===== src/rtl/core/csv_name_generation_parser_macros.svh =====
// Assertion macros shared by the csv name/generation parser
`ifndef CSV_NAME_GENERATION_PARSER_MACROS_SVH
`define CSV_NAME_GENERATION_PARSER_MACROS_SVH

// same-cycle implication
`define CSVP_ASSERT_NOW(label, clk, rst, ante, cons) \
   label: assert property (@(posedge clk) disable iff (rst) (ante) |-> (cons)) \
      else $error("csv parser check failed");

// next-cycle implication
`define CSVP_ASSERT_NEXT(label, clk, rst, ante, cons) \
   label: assert property (@(posedge clk) disable iff (rst) (ante) |=> (cons)) \
      else $error("csv parser check failed");

`endif


===== src/rtl/core/csvp_pkg.sv =====
// Package for the csv name/generation parser: types, codes and constants
package csvp_pkg;

   localparam int NAME_LIMIT_DEFAULT        = 32;
   localparam int NUMBER_CHAR_LIMIT_DEFAULT = 16;

   localparam int CHAR_W  = 8;
   localparam int ENTRY_W = 12;
   localparam int GEN_W   = 32;
   localparam int VAL_W   = GEN_W + 1;

   localparam logic [ENTRY_W-1:0] ENTRY_LIMIT_RESET = 12'd4095;
   localparam logic [VAL_W-1:0]   VALUE_CAP         = 33'h1_0000_0000;

   localparam logic [CHAR_W-1:0] CHAR_NUL   = 8'h00;
   localparam logic [CHAR_W-1:0] CHAR_TAB   = 8'h09;
   localparam logic [CHAR_W-1:0] CHAR_LF    = 8'h0A;
   localparam logic [CHAR_W-1:0] CHAR_VTAB  = 8'h0B;
   localparam logic [CHAR_W-1:0] CHAR_FF    = 8'h0C;
   localparam logic [CHAR_W-1:0] CHAR_CR    = 8'h0D;
   localparam logic [CHAR_W-1:0] CHAR_SPACE = 8'h20;
   localparam logic [CHAR_W-1:0] CHAR_PLUS  = 8'h2B;
   localparam logic [CHAR_W-1:0] CHAR_COMMA = 8'h2C;
   localparam logic [CHAR_W-1:0] CHAR_MINUS = 8'h2D;
   localparam logic [CHAR_W-1:0] CHAR_ZERO  = 8'h30;
   localparam logic [CHAR_W-1:0] CHAR_NINE  = 8'h39;

   typedef enum logic [1:0] {
      KIND_NAME  = 2'd0,
      KIND_GEN   = 2'd1,
      KIND_COUNT = 2'd2
   } kind_type;

   typedef enum logic [1:0] {
      FLD_NAME   = 2'd0,
      FLD_NUMBER = 2'd1,
      FLD_SKIP   = 2'd2
   } field_type;

   typedef enum logic [1:0] {
      NUM_SPACE  = 2'd0,
      NUM_SIGN   = 2'd1,
      NUM_DIGITS = 2'd2
   } num_type;

   typedef enum logic [1:0] {
      ST_IDLE  = 2'd0,
      ST_NAME  = 2'd1,
      ST_GEN   = 2'd2,
      ST_COUNT = 2'd3
   } state_type;

   typedef struct packed {
      logic     accept;
      logic     load;
      kind_type kind;
      logic     run_end;
   } cmd_type;

   typedef struct packed {
      logic keep;
      logic last;
      logic name_end;
   } status_type;

endpackage


===== src/rtl/core/csvp_ctrl.sv =====
// Controller: input handshake, result sequencing and output valid
`include "csv_name_generation_parser_macros.svh"

module csvp_ctrl (
   input  logic                clock,
   input  logic                reset,
   input  logic                req_valid,
   output logic                req_stall,
   output logic                rsp_valid,
   input  logic                rsp_stall,
   input  csvp_pkg::status_type status,
   output csvp_pkg::cmd_type    cmd
);
   import csvp_pkg::*;

   state_type state_ff, state_in;
   logic      pend_ff, pend_in;
   logic      rsp_valid_ff, rsp_valid_in;
   logic      accept;
   logic      out_free;

   assign accept    = req_valid && (state_ff == ST_IDLE);
   assign out_free  = !rsp_valid_ff || !rsp_stall;
   assign req_stall = (state_ff != ST_IDLE);
   assign rsp_valid = rsp_valid_ff;

   always_ff @(posedge clock) begin
      if (reset) begin
         state_ff     <= ST_IDLE;
         pend_ff      <= 1'b0;
         rsp_valid_ff <= 1'b0;
      end else begin
         state_ff     <= state_in;
         pend_ff      <= pend_in;
         rsp_valid_ff <= rsp_valid_in;
      end
   end

   always_comb begin
      state_in    = state_ff;
      pend_in     = pend_ff;
      cmd.accept  = accept;
      cmd.load    = 1'b0;
      cmd.kind    = KIND_NAME;
      cmd.run_end = 1'b0;
      unique case (state_ff)
         ST_IDLE: begin
            if (accept) begin
               pend_in = status.last;
               if (status.keep) begin
                  state_in = ST_NAME;
               end else if (status.last) begin
                  state_in = ST_COUNT;
               end
            end
         end
         ST_NAME: begin
            cmd.kind = KIND_NAME;
            if (out_free) begin
               cmd.load = 1'b1;
               if (status.name_end) begin
                  state_in = ST_GEN;
               end
            end
         end
         ST_GEN: begin
            cmd.kind    = KIND_GEN;
            cmd.run_end = !pend_ff;
            if (out_free) begin
               cmd.load = 1'b1;
               state_in = pend_ff ? ST_COUNT : ST_IDLE;
            end
         end
         ST_COUNT: begin
            cmd.kind    = KIND_COUNT;
            cmd.run_end = 1'b1;
            if (out_free) begin
               cmd.load = 1'b1;
               state_in = ST_IDLE;
            end
         end
         default: begin
            state_in = ST_IDLE;
         end
      endcase
      rsp_valid_in = cmd.load ? 1'b1 : (rsp_valid_ff && rsp_stall);
   end

   `CSVP_ASSERT_NEXT(a_keep_to_name, clock, reset, accept && status.keep, state_ff == ST_NAME)
   `CSVP_ASSERT_NEXT(a_last_to_count, clock, reset,
      accept && status.last && !status.keep, state_ff == ST_COUNT)
   `CSVP_ASSERT_NEXT(a_run_end_idle, clock, reset,
      cmd.load && cmd.run_end, state_ff == ST_IDLE && rsp_valid_ff)

endmodule


===== src/rtl/core/csvp_dp.sv =====
// Datapath: line parser, name store, held results and output payload register
module csvp_dp #(
   parameter int NAME_LIMIT        = csvp_pkg::NAME_LIMIT_DEFAULT,
   parameter int NUMBER_CHAR_LIMIT = csvp_pkg::NUMBER_CHAR_LIMIT_DEFAULT
) (
   input  logic                          clock,
   input  logic                          reset,
   input  logic [csvp_pkg::CHAR_W-1:0]   req_char_byte,
   input  logic                          req_last_byte,
   input  logic                          csr_write_en,
   input  logic [csvp_pkg::ENTRY_W-1:0]  csr_write_data,
   input  csvp_pkg::cmd_type             cmd,
   output csvp_pkg::status_type          status,
   output logic [1:0]                    rsp_kind,
   output logic [csvp_pkg::CHAR_W-1:0]   rsp_name_byte,
   output logic [csvp_pkg::GEN_W-1:0]    rsp_generation,
   output logic [csvp_pkg::ENTRY_W-1:0]  rsp_entry_index,
   output logic [csvp_pkg::ENTRY_W-1:0]  rsp_entry_count,
   output logic                          rsp_run_end
);
   import csvp_pkg::*;

   localparam int NAME_DEPTH = NAME_LIMIT - 1;
   localparam int IDX_W      = (NAME_DEPTH > 1) ? $clog2(NAME_DEPTH) : 1;
   localparam int LEN_W      = $clog2(NAME_LIMIT + 1);
   localparam int CHR_W      = $clog2(NUMBER_CHAR_LIMIT + 2);
   localparam int MUL_W      = VAL_W + 4;

   logic [CHAR_W-1:0] name_mem [NAME_DEPTH];

   logic [LEN_W-1:0]   len_ff, len_in;
   field_type          field_ff, field_in;
   num_type            nphase_ff, nphase_in;
   logic [CHR_W-1:0]   chars_ff, chars_in;
   logic [VAL_W-1:0]   val_ff, val_in;
   logic               neg_ff, neg_in;
   logic               bad_ff, bad_in;
   logic [ENTRY_W-1:0] cnt_ff, cnt_in;
   logic               halted_ff, halted_in;
   logic [ENTRY_W-1:0] max_ff;

   logic [LEN_W-1:0]   emit_len_ff;
   logic [GEN_W-1:0]   gen_hold_ff;
   logic [ENTRY_W-1:0] idx_hold_ff;
   logic [ENTRY_W-1:0] cnt_hold_ff;
   logic [LEN_W-1:0]   rd_ptr_ff, rd_ptr_in;
   logic [CHAR_W-1:0]  rdata_ff;

   kind_type           kind_ff;
   logic [CHAR_W-1:0]  name_byte_ff;
   logic [GEN_W-1:0]   gen_ff;
   logic [ENTRY_W-1:0] idx_ff;
   logic [ENTRY_W-1:0] count_ff;
   logic               run_end_ff;

   logic [LEN_W-1:0]   f_len;
   field_type          f_field;
   num_type            f_nphase;
   logic [CHR_W-1:0]   f_chars;
   logic [VAL_W-1:0]   f_val;
   logic               f_neg;
   logic               f_bad;
   logic               is_term, is_digit, is_space, is_comma;
   logic               do_feed, do_finish, mem_we, ok, keep;
   logic [3:0]         digit;
   logic [MUL_W-1:0]   val_x10;
   logic [ENTRY_W-1:0] cnt_after;

   assign is_term  = (req_char_byte == CHAR_LF) || (req_char_byte == CHAR_CR) ||
                     (req_char_byte == CHAR_NUL);
   assign is_digit = (req_char_byte >= CHAR_ZERO) && (req_char_byte <= CHAR_NINE);
   assign is_space = (req_char_byte == CHAR_SPACE) || (req_char_byte == CHAR_TAB) ||
                     (req_char_byte == CHAR_VTAB) || (req_char_byte == CHAR_FF);
   assign is_comma = (req_char_byte == CHAR_COMMA);
   assign digit    = 4'(req_char_byte - CHAR_ZERO);
   assign val_x10  = ({4'b0, val_ff} << 3) + ({4'b0, val_ff} << 1) + MUL_W'(digit);

   assign do_feed   = !halted_ff && !is_term;
   assign do_finish = !halted_ff && (is_term || req_last_byte);
   assign mem_we    = cmd.accept && do_feed && (field_ff == FLD_NAME) && !is_comma &&
                      (len_ff < LEN_W'(NAME_DEPTH));

   always_comb begin
      f_len    = len_ff;
      f_field  = field_ff;
      f_nphase = nphase_ff;
      f_chars  = chars_ff;
      f_val    = val_ff;
      f_neg    = neg_ff;
      f_bad    = bad_ff;
      if (do_feed) begin
         unique case (field_ff)
            FLD_NAME: begin
               if (is_comma) begin
                  f_field = FLD_NUMBER;
               end else if (len_ff < LEN_W'(NAME_LIMIT)) begin
                  f_len = len_ff + 1'b1;
               end
            end
            FLD_NUMBER: begin
               if (is_comma) begin
                  f_field = FLD_SKIP;
               end else begin
                  if (chars_ff <= CHR_W'(NUMBER_CHAR_LIMIT)) begin
                     f_chars = chars_ff + 1'b1;
                  end
                  unique case (nphase_ff)
                     NUM_SPACE: begin
                        if (is_space) begin
                           f_nphase = nphase_ff;
                        end else if (req_char_byte == CHAR_PLUS) begin
                           f_nphase = NUM_SIGN;
                        end else if (req_char_byte == CHAR_MINUS) begin
                           f_neg    = 1'b1;
                           f_nphase = NUM_SIGN;
                        end else if (is_digit) begin
                           f_val    = VAL_W'(digit);
                           f_nphase = NUM_DIGITS;
                        end else begin
                           f_bad = 1'b1;
                        end
                     end
                     NUM_SIGN: begin
                        if (is_digit) begin
                           f_val    = VAL_W'(digit);
                           f_nphase = NUM_DIGITS;
                        end else begin
                           f_bad = 1'b1;
                        end
                     end
                     NUM_DIGITS: begin
                        if (is_digit) begin
                           f_val = (val_x10 > MUL_W'(VALUE_CAP)) ? VALUE_CAP
                                                                 : val_x10[VAL_W-1:0];
                        end else begin
                           f_bad = 1'b1;
                        end
                     end
                     default: begin
                        f_bad = 1'b1;
                     end
                  endcase
               end
            end
            default: begin
               f_field = field_ff;
            end
         endcase
      end

      ok = (f_field != FLD_NAME) &&
           (f_len >= LEN_W'(1)) && (f_len <= LEN_W'(NAME_DEPTH)) &&
           (f_chars >= CHR_W'(1)) && (f_chars <= CHR_W'(NUMBER_CHAR_LIMIT)) &&
           (f_nphase == NUM_DIGITS) && !f_bad && !f_val[VAL_W-1] &&
           !(f_neg && (f_val != '0)) && (cnt_ff < max_ff);
      keep      = do_finish && ok;
      cnt_after = keep ? cnt_ff + 1'b1 : cnt_ff;

      len_in    = len_ff;
      field_in  = field_ff;
      nphase_in = nphase_ff;
      chars_in  = chars_ff;
      val_in    = val_ff;
      neg_in    = neg_ff;
      bad_in    = bad_ff;
      cnt_in    = cnt_ff;
      halted_in = halted_ff;
      if (cmd.accept) begin
         if (do_finish || req_last_byte) begin
            len_in    = '0;
            field_in  = FLD_NAME;
            nphase_in = NUM_SPACE;
            chars_in  = '0;
            val_in    = '0;
            neg_in    = 1'b0;
            bad_in    = 1'b0;
         end else begin
            len_in    = f_len;
            field_in  = f_field;
            nphase_in = f_nphase;
            chars_in  = f_chars;
            val_in    = f_val;
            neg_in    = f_neg;
            bad_in    = f_bad;
         end
         if (req_last_byte) begin
            cnt_in    = '0;
            halted_in = 1'b0;
         end else begin
            cnt_in    = cnt_after;
            halted_in = halted_ff || (do_finish && (cnt_after >= max_ff)) ||
                        (!halted_ff && (req_char_byte == CHAR_NUL));
         end
      end

      if (cmd.accept) begin
         rd_ptr_in = '0;
      end else if (cmd.load && (cmd.kind == KIND_NAME)) begin
         rd_ptr_in = rd_ptr_ff + 1'b1;
      end else begin
         rd_ptr_in = rd_ptr_ff;
      end
   end

   assign status.keep     = keep;
   assign status.last     = req_last_byte;
   assign status.name_end = ((rd_ptr_ff + 1'b1) == emit_len_ff);

   always_ff @(posedge clock) begin
      if (reset) begin
         len_ff    <= '0;
         field_ff  <= FLD_NAME;
         nphase_ff <= NUM_SPACE;
         chars_ff  <= '0;
         val_ff    <= '0;
         neg_ff    <= 1'b0;
         bad_ff    <= 1'b0;
         cnt_ff    <= '0;
         halted_ff <= 1'b0;
         max_ff    <= ENTRY_LIMIT_RESET;
         rd_ptr_ff <= '0;
      end else begin
         len_ff    <= len_in;
         field_ff  <= field_in;
         nphase_ff <= nphase_in;
         chars_ff  <= chars_in;
         val_ff    <= val_in;
         neg_ff    <= neg_in;
         bad_ff    <= bad_in;
         cnt_ff    <= cnt_in;
         halted_ff <= halted_in;
         rd_ptr_ff <= rd_ptr_in;
         if (csr_write_en) begin
            max_ff <= csr_write_data;
         end
      end
   end

   always_ff @(posedge clock) begin
      if (mem_we) begin
         name_mem[len_ff[IDX_W-1:0]] <= req_char_byte;
      end
      if (rd_ptr_in < LEN_W'(NAME_DEPTH)) begin
         rdata_ff <= name_mem[rd_ptr_in[IDX_W-1:0]];
      end
   end

   always_ff @(posedge clock) begin
      if (cmd.accept) begin
         emit_len_ff <= f_len;
         gen_hold_ff <= f_val[GEN_W-1:0];
         idx_hold_ff <= cnt_ff;
         cnt_hold_ff <= cnt_after;
      end
      if (cmd.load) begin
         kind_ff      <= cmd.kind;
         name_byte_ff <= (cmd.kind == KIND_NAME) ? rdata_ff : '0;
         gen_ff       <= (cmd.kind == KIND_GEN) ? gen_hold_ff : '0;
         idx_ff       <= (cmd.kind == KIND_COUNT) ? '0 : idx_hold_ff;
         count_ff     <= (cmd.kind == KIND_COUNT) ? cnt_hold_ff : '0;
         run_end_ff   <= cmd.run_end;
      end
   end

   assign rsp_kind        = kind_ff;
   assign rsp_name_byte   = name_byte_ff;
   assign rsp_generation  = gen_ff;
   assign rsp_entry_index = idx_ff;
   assign rsp_entry_count = count_ff;
   assign rsp_run_end     = run_end_ff;

endmodule


===== src/rtl/core/csv_name_generation_parser.sv =====
// Top level of the csv name/generation line parser
//
// Takes one text byte per item and parses name,generation lines. A line end
// that keeps an entry yields one result per name byte and then one for the
// generation, and a last byte adds a result for the count; the result output
// register emits one result a cycle while rsp_stall does not hold it, so that
// sequence of results sets the rate. Input is stalled while the results of an
// item are still being sequenced out. The user is to write the entry limit
// through csr_write_en/csr_write_data while idle; the block does not check.
module csv_name_generation_parser #(
   parameter int NAME_LIMIT        = csvp_pkg::NAME_LIMIT_DEFAULT,
   parameter int NUMBER_CHAR_LIMIT = csvp_pkg::NUMBER_CHAR_LIMIT_DEFAULT
) (
   input  logic                          clock,
   input  logic                          reset,
   input  logic                          req_valid,
   output logic                          req_stall,
   input  logic [csvp_pkg::CHAR_W-1:0]   req_char_byte,
   input  logic                          req_last_byte,
   output logic                          rsp_valid,
   input  logic                          rsp_stall,
   output logic [1:0]                    rsp_kind,
   output logic [csvp_pkg::CHAR_W-1:0]   rsp_name_byte,
   output logic [csvp_pkg::GEN_W-1:0]    rsp_generation,
   output logic [csvp_pkg::ENTRY_W-1:0]  rsp_entry_index,
   output logic [csvp_pkg::ENTRY_W-1:0]  rsp_entry_count,
   output logic                          rsp_run_end,
   input  logic                          csr_write_en,
   input  logic [csvp_pkg::ENTRY_W-1:0]  csr_write_data
);
   import csvp_pkg::*;

   cmd_type    cmd;
   status_type status;

   csvp_ctrl u_ctrl (
      .clock     (clock),
      .reset     (reset),
      .req_valid (req_valid),
      .req_stall (req_stall),
      .rsp_valid (rsp_valid),
      .rsp_stall (rsp_stall),
      .status    (status),
      .cmd       (cmd)
   );

   csvp_dp #(
      .NAME_LIMIT        (NAME_LIMIT),
      .NUMBER_CHAR_LIMIT (NUMBER_CHAR_LIMIT)
   ) u_dp (
      .clock           (clock),
      .reset           (reset),
      .req_char_byte   (req_char_byte),
      .req_last_byte   (req_last_byte),
      .csr_write_en    (csr_write_en),
      .csr_write_data  (csr_write_data),
      .cmd             (cmd),
      .status          (status),
      .rsp_kind        (rsp_kind),
      .rsp_name_byte   (rsp_name_byte),
      .rsp_generation  (rsp_generation),
      .rsp_entry_index (rsp_entry_index),
      .rsp_entry_count (rsp_entry_count),
      .rsp_run_end     (rsp_run_end)
   );

endmodule

===== config.mk =====
export PLATFORM = sky130hd
export DESIGN_NAME = csv_name_generation_parser
export DESIGN_NICKNAME = d
export VERILOG_FILES = /design/src/rtl/core/csvp_pkg.sv /design/src/rtl/core/csvp_ctrl.sv /design/src/rtl/core/csvp_dp.sv /design/src/rtl/core/csv_name_generation_parser.sv
export VERILOG_INCLUDE_DIRS = /design/src /design/src/rtl/core
export SDC_FILE = /design/constraint.sdc
export NUM_CORES = 1
export LEC_CHECK = 0
export BUFFER_PORTS_ARGS = -buffer_cell sky130_fd_sc_hd__buf_2
export CAP_MARGIN = 5
export CORE_AREA = 3 3 364 222
export CTS_CLUSTER_SIZE = 16
export DETAILED_ROUTE_END_ITERATION = 10
export DIE_AREA = 0 0 367 225
export PLACE_DENSITY_LB_ADDON = 0.05
export SETUP_SLACK_MARGIN = 0.5
export SKIP_LAST_GASP = 1
export SLEW_MARGIN = 20
export SYNTH_ARGS = -nofsm -noshare
export SYNTH_HDL_FRONTEND = slang
export SYNTH_SLANG_ARGS = --single-unit

===== constraint.sdc =====
create_clock -name clock -period 16.37 [get_ports clock]
set_input_delay 1.637 -clock clock [delete_from_list [all_inputs] [get_ports clock]]
set_output_delay 1.637 -clock clock [all_outputs]
set_load 0.01 [all_outputs]

### Word level (Yosys, flattened, before mapping)

Memories as Yosys holds them, arrays and structs flattened. A register that Yosys moved wholly into a read port is not among the register bits.
Cells that the tools add are included.

| word-level totals | value |
|---|---|
| flip-flop bits (word level) | 214 |
| bits in writable memories | 248 |
| output and inout bits | 69 |
| logic and storage cells | 195 |
| memories kept | 1 |

Memories:

| name | depth | width | rd ports | clocked after Yosys merged registers in | wr ports | RTL line | RTL |
|---|---|---|---|---|---|---|---|
| u_dp.name_mem | 31 | 8 | 1 | 1 | 1 | csvp_dp.sv:29 | `logic [CHAR_W-1:0] name_mem [NAME_DEPTH];` |

| operators by class | value |
|---|---|
| add/sub/neg operators | 7 |
| magnitude comparators | 13 |
| eq/ne operators | 25 |
| multiplexer cells | 72 |
| reduce and logical (&&, ||, !) cells | 53 |

Operators with widths:

| operator | count |
|---|---|
| 2-to-1 mux 33 bit | 10 |
| case mux 33 bit (3 select lines) | 1 |
| 2-to-1 mux 6 bit | 7 |
| == test 8 x 4 -> 1 bit, second input constant | 5 |
| 2-to-1 mux 2 bit | 20 |
| adder 36 x 34 -> 37 bit | 1 |
| adder 37 x 4 -> 37 bit | 1 |
| > comparator 37 x 33 -> 1 bit, second input constant | 1 |
| nonzero test 33 bit | 1 |
| == test 8 x 6 -> 1 bit, second input constant | 4 |
| 2-to-1 mux 5 bit | 5 |
| 2-to-1 mux 12 bit | 2 |
| logical AND 1 bit | 23 |
| 2-to-1 mux 1 bit | 21 |
| adder 12 x 1 -> 12 bit, second input constant | 1 |
| adder 6 x 1 -> 6 bit, second input constant | 2 |
| >= comparator 12 bit | 1 |
| less-than comparator 12 bit | 1 |
| less-than comparator 6 x 5 -> 1 bit, second input constant | 2 |
| == test 2 bit, second input constant | 5 |
| less-or-equal comparator 5 bit, second input constant | 2 |
| logical OR 1 bit | 10 |
| zero test 1 bit | 9 |
| case mux 3 bit (3 select lines) | 1 |
| 22 further kinds | 34 |

### Longest topological paths before layout

Gate-level depths: netlist of the first run.

| depth | value |
|---|---|
| depth in word-level cells | 23 |
| mapped depth | 32 |
| gate-level depth less buffers | 30 |

### Hierarchy

A second synthesis of the first run with hierarchy kept.

| unflattened totals | value |
|---|---|
| cell total of the unflattened synthesis | 1,860 |
| area total of the unflattened synthesis | 22,793.1 um2 |

By module, submodules not included:

| module | instances | cells an instance | area each (um2) | sequential area each (um2) |
|---|---|---|---|---|
| csvp_dp | 1 | 1,833 | 22,525.4 | 13,182.6 |
| csvp_ctrl | 1 | 27 | 267.8 | 80.1 |

### Worst setup path before layout of the first run

OpenSTA, ideal clock, no wires.

| timing path | value |
|---|---|
| path type | input-to-reg |
| from | input req_char_byte[3] (netlist name) |
| to | register u_dp.halted_ff |
| setup time | 132 ps |
| arrival time | 7,471 ps |
| data required time | 16,238 ps |
| slack | 8,766 ps |
| stages | 31 |
| buffers on the path | 2 |
| path through | fa_1 inv_1 fa_1 nand2b_1 a21oi_1 o2111ai_1 and3_1 a221o_1 mux2_2 a211oi_1 a41oi_1 or3_1 a211oi_4 or2_1 buf_4 buf_4 xnor2_1 ha_1 nand2b_1 a21o_1 a21o_1 a21oi_1 nor2b_1 o21ai_0 nand2b_1 a21oi_1 nor2b_1 o21ai_0 a21oi_1 o31ai_1 a21oi_1 |

| on the way | value |
|---|---|
| cells in the longest elaborated chain, start to end | 23 |
| elaborated cells on any way between the ends | 96 |
| classes of those cells | add/sub: 2; order compare: 8; eq/ne: 10; mux: 45; reduce/logical: 31 |

RTL lines:

| what | RTL line | RTL |
|---|---|---|
| from (decl) | csv_name_generation_parser.sv:18 | `input logic [csvp_pkg::CHAR_W-1:0] req_char_byte,` |
| parallel branches: the longest is 21 deep, another holds adder 37 x 4 -> 37 bit | - |  |
| logical OR 1 bit (*) | csvp_dp.sv:191 | `halted_in = halted_ff \|\| (do_finish && (cnt_after >= max_ff)) \|\|` |
| 2-to-1 mux 1 bit (*) | csvp_dp.sv:186 | `if (req_last_byte) begin` |
| to (signal assigned) | csvp_dp.sv:231 | `halted_ff <= halted_in;` |
| to (decl) | csvp_dp.sv:39 | `logic halted_ff, halted_in;` |

Every way passes the cells marked *.
A chain may end at the register's enable or synchronous reset.

### Worst setup path after layout of the first run

| timing path | value |
|---|---|
| from | input req_char_byte[3] (netlist name) |
| to | register u_dp.halted_ff |

| on the way | value |
|---|---|
| cells in the longest elaborated chain, start to end | 23 |
| elaborated cells on any way between the ends | 96 |
| classes of those cells | add/sub: 2; order compare: 8; eq/ne: 10; mux: 45; reduce/logical: 31 |

RTL lines:

| what | RTL line | RTL |
|---|---|---|
| parallel branches: the longest is 16 deep, another holds adder 37 x 4 -> 37 bit | - |  |
| logical AND 1 bit (*) | csvp_dp.sv:156 | `keep = do_finish && ok;` |
| 2-to-1 mux 12 bit (*) | csvp_dp.sv:157 | `cnt_after = keep ? cnt_ff + 1'b1 : cnt_ff;` |
| net u_dp.cnt_after[1] | csvp_dp.sv:67 | `logic [ENTRY_W-1:0] cnt_after;` |
| >= comparator 12 bit (*) | csvp_dp.sv:191 |  |
| logical AND 1 bit (*) | csvp_dp.sv:191 |  |
| logical OR 1 bit (*) (2 in series) | csvp_dp.sv:191 |  |
| 2-to-1 mux 1 bit (*) | csvp_dp.sv:186 |  |

Mark *: on every way through the listed nets, which the timed path passes.

==> impl_summary.txt, run 1 <==
----------------------------------------------------
[Clocking]
  # resized after CTS ... 0
  CTS Buf Count ... 48
  Post-CTS Repair Setup Buffers ... 0
  Buffer depth of the longest clock path ... 3
  Hold_buf cts ... 0
  Clock-pin transition on the worst setup and hold timing paths ... 0.07 ns
  TritonCTS clock tree ... done
  CTS Sinks ... 470
  # H-tree levels ... 2
  Buffer cell driving the clock tree root ... clkbuf_16
  Later-pin clock latency in the skew report ... 0.62 ns

[Worst setup path]
  Arrival @ worst endpoint ... 9.19 ns
  Critical Path RT ... between 15 and 20 ns
  Delay of the slowest cell on the worst path ... about 0.68 ns
  Worst R2R Start ... u_dp.val_ff[11]
  Worst flop-to-flop path endpoint ... u_dp.halted_ff
  Crit Path Category ... in -> reg
  Worst Reg2Reg Path Length in Cells ... 28
  Register-to-Register Setup Slack ... between 8 and 9 ns
  Critical path capture point type ... register
  Maximum fanout count along the critical path ... 45
  Most Frequent Cell on Critical Path ... a21oi_1
  Kind of launch point of the worst setup path ... input pin
  Cell with the largest stage delay on the worst path ... a211oi_1

[Timing]
  Transition at the pin with the smallest max-transition slack ... about 1.1 ns
  Fraction of the cycle the final worst path needs ... 0.532
  RSZ-0062 raised after global routing ... no
  Number of hold violations in the final report ... 0
  Accumulated negative setup slack ... 0 ns
  Final Skew ... 0.0229 ns
  Final setup viols ... 0
  Fmax ... 115 MHz
  Minimum hold slack ... 0.488 ns
  Max-slew headroom at the worst pin ... 0.237
  Max-slew violations ... 0
  Worst Setup Slack, final ... approximately 7.7 ns
  Final critical-path required period ... 8.71 ns

[Synthesis]
  Number of enable flip-flop cells after synthesis ... roughly 390
  Asr flop ratio synth ... 0
  Number of synthesized register bits ... 470
  Adder and majority gate portion of the synthesized area ... 0.0556
  Share of the yosys chip area belonging to registers ... 0.572
  Gate count after technology mapping ... 2,073
  Area share of and/or/nand/nor cells after synthesis ... 0.155
  Top flip-flop cell by instance count after synthesis ... edfxtp_1
  Yosys Warn Count ... 0
  Dominant combinational cell family by area after synthesis ... compound AO/OA/AOI/OAI gates
  Fraction of post-synthesis cell area in the top cell type by area ... 0.498
  Area share of xor/xnor cells in the synthesized design ... 0.0170
  Mux cell area share after synthesis ... 0.0103
  Cells taking the most area after synthesis ... edfxtp_1 50%, dfxtp_1 7.3%, ha_1 5.4%
  Most numerous cell types in the synthesized netlist ... 385 x edfxtp_1, 235 x nand2_1, 158 x nor2_1
  Distinct cell type count of the synthesized netlist ... 80
  Net count of the mapped netlist ... 2,201
  Largest area contributor in the synthesized netlist ... edfxtp_1
  Synthesized-area fraction occupied by ao, oa, aoi and oai cells ... 0.163
  Mean instance size in the synthesized netlist ... 11.2 um2
  Netlist area before placement ... 23,200 um2
  Count leader, synth ... edfxtp_1

[Place]
  Detail Placement HPWL ... just over 50,000 um
  Placed cell area ... 24,800 um2
  Setup WS pre-CTS ... 7.02 ns
  Number of port buffers ... 94
  Final GP Congestion ... 0.948

[Global route]
  Sum of overflow across all layers after global routing ... 0
  Global-route wire length before repair ... 110,000 um
  Global Route Usage Sum ... 0.176
  Number of global-route vias before repair ... 16,175
  Maximum number of pins on one net before global-route repair ... 73
  Antenna violations before repair ... 0

[Drt]
  Post-detailed-route DRC marker count ... 0
  Uppermost signal routing layer after detailed routing ... met4
  Number of vias per cell after detailed routing ... 5.26
  Detailed-route wire length ... 74,000 um
  DRT met1 WL ... 41,300 um
  Routed wl met2 ... 26,500 um
  Metal3 WL ... 5320 um
  DRT Pass-1 Iters ... 6
  Violation count after the first detailed-routing iteration ... 1,455
  Per-cell routed wire length ... around 23 um
  Total number of vias ... between 15,000 and 20,000
  Post-detailed-route count of antenna-violating nets ... 0

[Die]
  Horizontal extent of the die ... 367 um
  Number of standard-cell rows in the floorplan ... slightly below 80
  Effective utilization at floorplan ... 0.299
  Vertical die dimension ... 225 um
  Die area ... 82,600 um2
  I/O pin count ... 95
  Core outline area ... roughly 77,000 um2

[Min path]
  Destination of the worst hold path ... u_dp.bad_ff
  Min-Delay Startpoint ... u_dp.bad_ff
  Number of cells on the worst hold path ... 2
  Class of the most critical hold timing path ... reg -> reg

[Cells and area]
  Total inserted antenna cells ... 0
  Final core utilization ... 0.341
  Post-Layout Inst Area ... 26,400 um2
  Number of nets in the layout ... 2,253
  Fraction of final layout cells sized beyond drive strength 1 ... 0.104
  Synth-to-layout area growth ... 13.7%

[Power and ir drop]
  Maximum vdd ir drop ... 65.9 uV
  Cell area power density ... 105 nW/um2
  Static leakage ... 9.40 nW

[Flow run]
  Max-Cap Viols ... 0

[Status]
  Run status ... finished clean

----------------------------------------------------
state kept, by name (all words and copies together) (netlist names), 6 cells and up:
name and count:
u_dp.rsp_entry_index 12, u_dp.rsp_generation 32, u_dp.rd_ptr_ff 6, u_dp.rsp_name_byte 8, u_dp.idx_hold_ff 12, u_dp.len_ff 6, u_dp.rsp_entry_count 12, u_dp.emit_len_ff 6
u_dp.name_mem 248, u_dp.rdata_ff 8, u_dp.cnt_hold_ff 12, u_dp.max_ff 12, u_dp.gen_hold_ff 32, u_dp.cnt_ff 12, u_dp.val_ff 33
stage by stage:
step                      cells  power [W]
after CTS                  3217    0.00282
final                      3217    0.00277
after detailed placement   3128    0.00168
after floorplan            2073    0.00156
after global placement     3128    0.00168
after global routing       3217    0.00288
cell usage in the layout, fill, tap and decap left out, types with 29 or more instances in the layout:
| cell type | n |
|---|---|
| clkbuf_16 | 50 |
| buf_2 | 94 |
| edfxtp_1 | 385 |
| nor2_1 | 152 |
| a311oi_1 | 35 |
| and2_1 | 103 |
| a22oi_1 | 45 |
| dfxtp_1 | 85 |
| ha_1 | 100 |
| nand2_1 | 234 |
| a211oi_1 | 98 |
| a31oi_1 | 34 |
| o21ai_0 | 66 |
| buf_4 | 29 |
| a21oi_1 | 98 |
| inv_1 | 43 |
cells by family (layout without fill, tap and decap cells):
| group | Yosys count | after routing |
|---|---|---|
| compound gates | 540 | 540 |
| xor+xnor | 45 | 45 |
| fa+ha+maj | 102 | 102 |
| buf+inv | 165 | 256 |
| flops | 470 | 470 |
| mux | 23 | 23 |
| simple gates | 728 | 728 |
routing by layer:
metal,global-route usage,vias up
li1,-,7988
met1,0.300,8434
met2,0.216,425
met3,0.0396,67
met4,0.0339,0
met5,0,-
where the power goes:
group	switching, W	total (W)	internal [W]
sequential	0.0000196	0.00139	0.00137
combinational	0.000189	0.000265	0.0000754
clock	0.000479	0.00112	0.000637
total	0.000688	0.00277	0.00208
worst max path at each step:
stage | slack [ns] | cells after the start | endpoint | from
2_1_floorplan | 8.77 | 31 | u_dp.halted_ff | req_char_byte[3]
3_3_place_gp | 7.18 | 29 | u_dp.halted_ff | req_char_byte[3]
3_5_place_dp | 7.02 | 27 | u_dp.halted_ff | req_char_byte[3]
4_1_cts | 7.69 | 27 | u_dp.halted_ff | req_char_byte[3]
5_1_grt | 7.23 | 29 | u_dp.halted_ff | req_char_byte[3]
6_report | 7.66 | 29 | u_dp.halted_ff | req_char_byte[3]
critical path, delay by kind of cell:
kind / cells / cell delay (ns)
compound gates: 14 / 3.05
simple gates: 8 / 2.03
fa+ha+maj: 3 / 1.09
mux: 2 / 0.79
buf+inv: 2 / 0.49
cell type report:
type,count,area (um2)
fillers,7835,51100
multi-input cells,1438,9370
well taps,1053,1320
clock inverters,12,146
clock buffers,77,1440
flip-flops and latches,470,13300
inverters,44,168
repair buffers,123,688
(Power assumes the default switching activity.)
==> run 2: changes to the inputs <==
==> constraint.sdc (replaced) <==
create_clock -name clock -period 8.7 [get_ports clock]
set_input_delay 0.87 -clock clock [delete_from_list [all_inputs] [get_ports clock]]
set_output_delay 0.87 -clock clock [all_outputs]
set_load 0.01 [all_outputs]
==> run 2 against run 1 <==
Effect of this change: combinational power rose by 93%; total power is 95% higher; final area is 0.85% higher; sequential cell count did not move; non-clock buffer count is 14 higher; largest cell class unchanged.
==> impl_summary.txt, run 2 (synthesized netlist as in run 1, its figures left out) <==
----------------------------------------------------
[Clocking]
  Post-CTS Repair Setup Buffers ... 0 (unchanged)
  # H-tree levels ... 2 (unchanged)
  Buffer cell driving the clock tree root ... clkbuf_16 (unchanged)
  CTS Buf Count ... 49 (was 48)
  Buffer depth of the longest clock path ... 3 (unchanged)
  CTS Sinks ... 470 (unchanged)
  # resized after CTS ... 0 (unchanged)
  Later-pin clock latency in the skew report ... 0.61 ns (was 0.62 ns)
  Clock-pin transition on the worst setup and hold timing paths ... 0.07 ns (about the same)
  Hold_buf cts ... 0 (unchanged)
  TritonCTS clock tree ... done (unchanged)

[Global route]
  Maximum number of pins on one net before global-route repair ... 73 (unchanged)
  Met1 GRT Util ... 0.316 (was 0.300)
  Global-route wire length before repair ... 115,000 um (was 110,000 um)
  Sum of overflow across all layers after global routing ... 0 (unchanged)
  Global Route Usage Sum ... 0.185 (was 0.176)
  Met3 capacity usage during global routing ... 0.0409 (was 0.0396)
  GR met2 Demand/Resource ... 0.227 (was 0.216)
  Peak-usage layer in the global routing report ... met1 (unchanged)
  Antenna violations before repair ... 7 (was 0)
  Number of global-route vias before repair ... 16,291 (was 16,175)

[Power and ir drop]
  Static leakage ... 9.53 nW (was 9.40 nW)
  Maximum vdd ir drop ... 123 uV (was 65.9 uV)
  Cell area power density ... 203 nW/um2 (was 105 nW/um2)

[Cells and area]
  Most frequent cells in the layout ... 385 x edfxtp_1, 234 x nand2_1, 151 x nor2_1 (was 385 x edfxtp_1, 234 x nand2_1, 152 x nor2_1)
  Synth-to-layout area growth ... 14.7% (was 13.7%)
  Number of nets in the layout ... 2,268 (was 2,253)
  Flip-flop count of the largest register after layout ... 248 (unchanged)
  Most common cell after layout, fill and taps aside ... edfxtp_1 (unchanged)
  Fill cell count ... 7,792 (was 7,835)
  Fraction of final layout cells sized beyond drive strength 1 ... 0.116 (was 0.104)

[Flow run]
  Max-Cap Viols ... 0 (unchanged)

[Die]
  Core outline area ... 77,500 um2 (unchanged)
  Die area ... 82,600 um2 (unchanged)
  Effective utilization at floorplan ... 0.299 (unchanged)
  Vertical die dimension ... 225 um (unchanged)
  Horizontal extent of the die ... 367 um (unchanged)
  Number of standard-cell rows in the floorplan ... 79 (unchanged)
  I/O pin count ... 95 (unchanged)

[Status]
  Run status ... finished clean (unchanged)

[Timing]
  Accumulated negative setup slack ... 0 ns (unchanged)
  Fmax ... approximately 130 MHz
  RSZ-0062 raised after global routing ... no (unchanged)
  Final setup viols ... 0 (unchanged)
  Number of hold violations in the final report ... 0 (unchanged)
  Minimum hold slack ... 0.486 ns (was 0.488 ns)
  Final critical-path required period ... between 7 and 8 ns
  Final Skew ... 0.0217 ns (was 0.0229 ns)
  Max-slew headroom at the worst pin ... 0.0789 (was 0.237)
  Fraction of the cycle the final worst path needs ... 0.873
  Transition at the pin with the smallest max-transition slack ... 1.37 ns (was 1.14 ns)
  Max-slew violations ... 0 (unchanged)

[Drt]
  Per-cell routed wire length ... 24.0 um (was 23.0 um)
  Violation count after the first detailed-routing iteration ... 1,651 (was 1,455)
  Total number of vias ... 17,087 (was 16,914)
  Post-detailed-route count of antenna-violating nets ... 0 (unchanged)
  Number of vias per cell after detailed routing ... 5.29 (was 5.26)
  Post-detailed-route DRC marker count ... 0 (unchanged)
  Detailed-route wire length ... 77,400 um (was 74,000 um)
  DRT Pass-1 Iters ... 5 (was 6)

[Place]
  Final GP Congestion ... 0.920 (was 0.948)
  Detail Placement HPWL ... 53,900 um (was 51,400 um)
  Number of port buffers ... 94 (unchanged)

[Worst setup path]
  Cell with the largest stage delay on the worst path ... dfxtp_1 (was a211oi_1)
  Worst R2R Start ... u_dp.val_ff[16] (was u_dp.val_ff[11])
  Arrival @ worst endpoint ... 8.07 ns (was 9.19 ns)
  Register-to-Register Setup Slack ... 1.11 ns (was 8.22 ns)
  Critical path capture point type ... register (unchanged)
  Delay of the slowest cell on the worst path ... 0.69 ns (was 0.68 ns)
  Crit path capture ... u_dp.halted_ff (unchanged)
  Critical Path RT ... 9.18 ns (was 16.85 ns)
  Worst flop-to-flop path endpoint ... u_dp.halted_ff (unchanged)
  Kind of launch point of the worst setup path ... register (was input pin)
  Maximum fanout count along the critical path ... 10 (was 45)
  Worst Reg2Reg Path Length in Cells ... 29 (was 28)
  Most Frequent Cell on Critical Path ... a21oi_1 (unchanged)
  Beginning of the critical path ... u_dp.val_ff[16] (was req_char_byte[3])
  Crit Path Category ... reg -> reg (was in -> reg)

[Min path]
  Class of the most critical hold timing path ... in -> reg (was reg -> reg)

----------------------------------------------------
[run 2: changes by cell type in the layout (fill, tap and decap cells not counted), sizes merged, moves of 3 or more]
cell / change
bufinv: +7
buf: +14
clkbuf: -20
clkinv: +10
inv: +3
[run 2: worst min-delay path by stage]
stage                      startpoint             end  slack, ns  cells past startpoint
floorplan              u_ctrl.pend_ff  u_ctrl.pend_ff       0.45                      2
global placement       u_ctrl.pend_ff  u_ctrl.pend_ff       0.47                      2
detailed placement     u_ctrl.pend_ff  u_ctrl.pend_ff       0.48                      2
CTS                 csr_write_data[0]  u_dp.max_ff[0]       0.44                      3
global route        csr_write_data[5]  u_dp.max_ff[5]       0.47                      3
finish              csr_write_data[0]  u_dp.max_ff[0]       0.49                      3
[run 2: area by class of cell]
| cell class | count | area (um2) | share of cell area |
|---|---|---|---|
| Antenna cell | 1 | 2.50 | 0.0000940 |
| Timing Repair Buffer | 137 | 793 | 0.0298 |
| Inverter | 44 | 168 | 0.00630 |
| Sequential cell | 470 | 13300 | 0.498 |
| Tap cell | 1053 | 1320 | 0.0495 |
| Multi-Input combinational cell | 1438 | 9360 | 0.352 |
| Clock buffer | 57 | 1280 | 0.0480 |
| Clock inverter | 33 | 432 | 0.0162 |
[run 2: critical path: cells and delay by family, from the launching register on]
kind | cells | cell delay [ns]
DFF | 1 | 0.69
and+or+nand+nor | 9 | 2.08
xor gates and xnor gates | 1 | 0.22
AOI/OAI and AO/OA | 14 | 2.85
adders and majority gates | 3 | 1.08
buffers and inverters | 1 | 0.17
muxes | 1 | 0.37
[run 2: power by group]
part           total (W)  leakage (nW)  internal (W)  switching (W)
Combinational   0.000512          4.42      0.000144       0.000368
Sequential       0.00261          4.27       0.00257      0.0000376
Clock            0.00228         0.839       0.00133       0.000949
Total            0.00540          9.53       0.00404        0.00136
[run 2: routing by layer]
metal,share of wire,wire length (um),vias up
met5,0,0,-
met4,0.013,1040,0
met3,0.069,5350,66
met2,0.36,27700,508
met1,0.56,43300,8519
li1,-,-,7994
[run 2: metrics by stage]
step / cells / power (W) / cell area (um2) / utilization / worst slack (ns)
CTS: 3232 / 0.00549 / 26600 / 0.343 / 1.34
global route: 3232 / 0.00563 / 26600 / 0.343 / 0.623
global placement: 3142 / 0.00318 / 24900 / 0.321 / 1.07
detailed placement: 3142 / 0.00318 / 24900 / 0.321 / 0.900
floorplan: 2073 / 0.00293 / 23200 / - / 1.86
finish: 3233 / 0.00540 / 26600 / 0.343 / 1.11
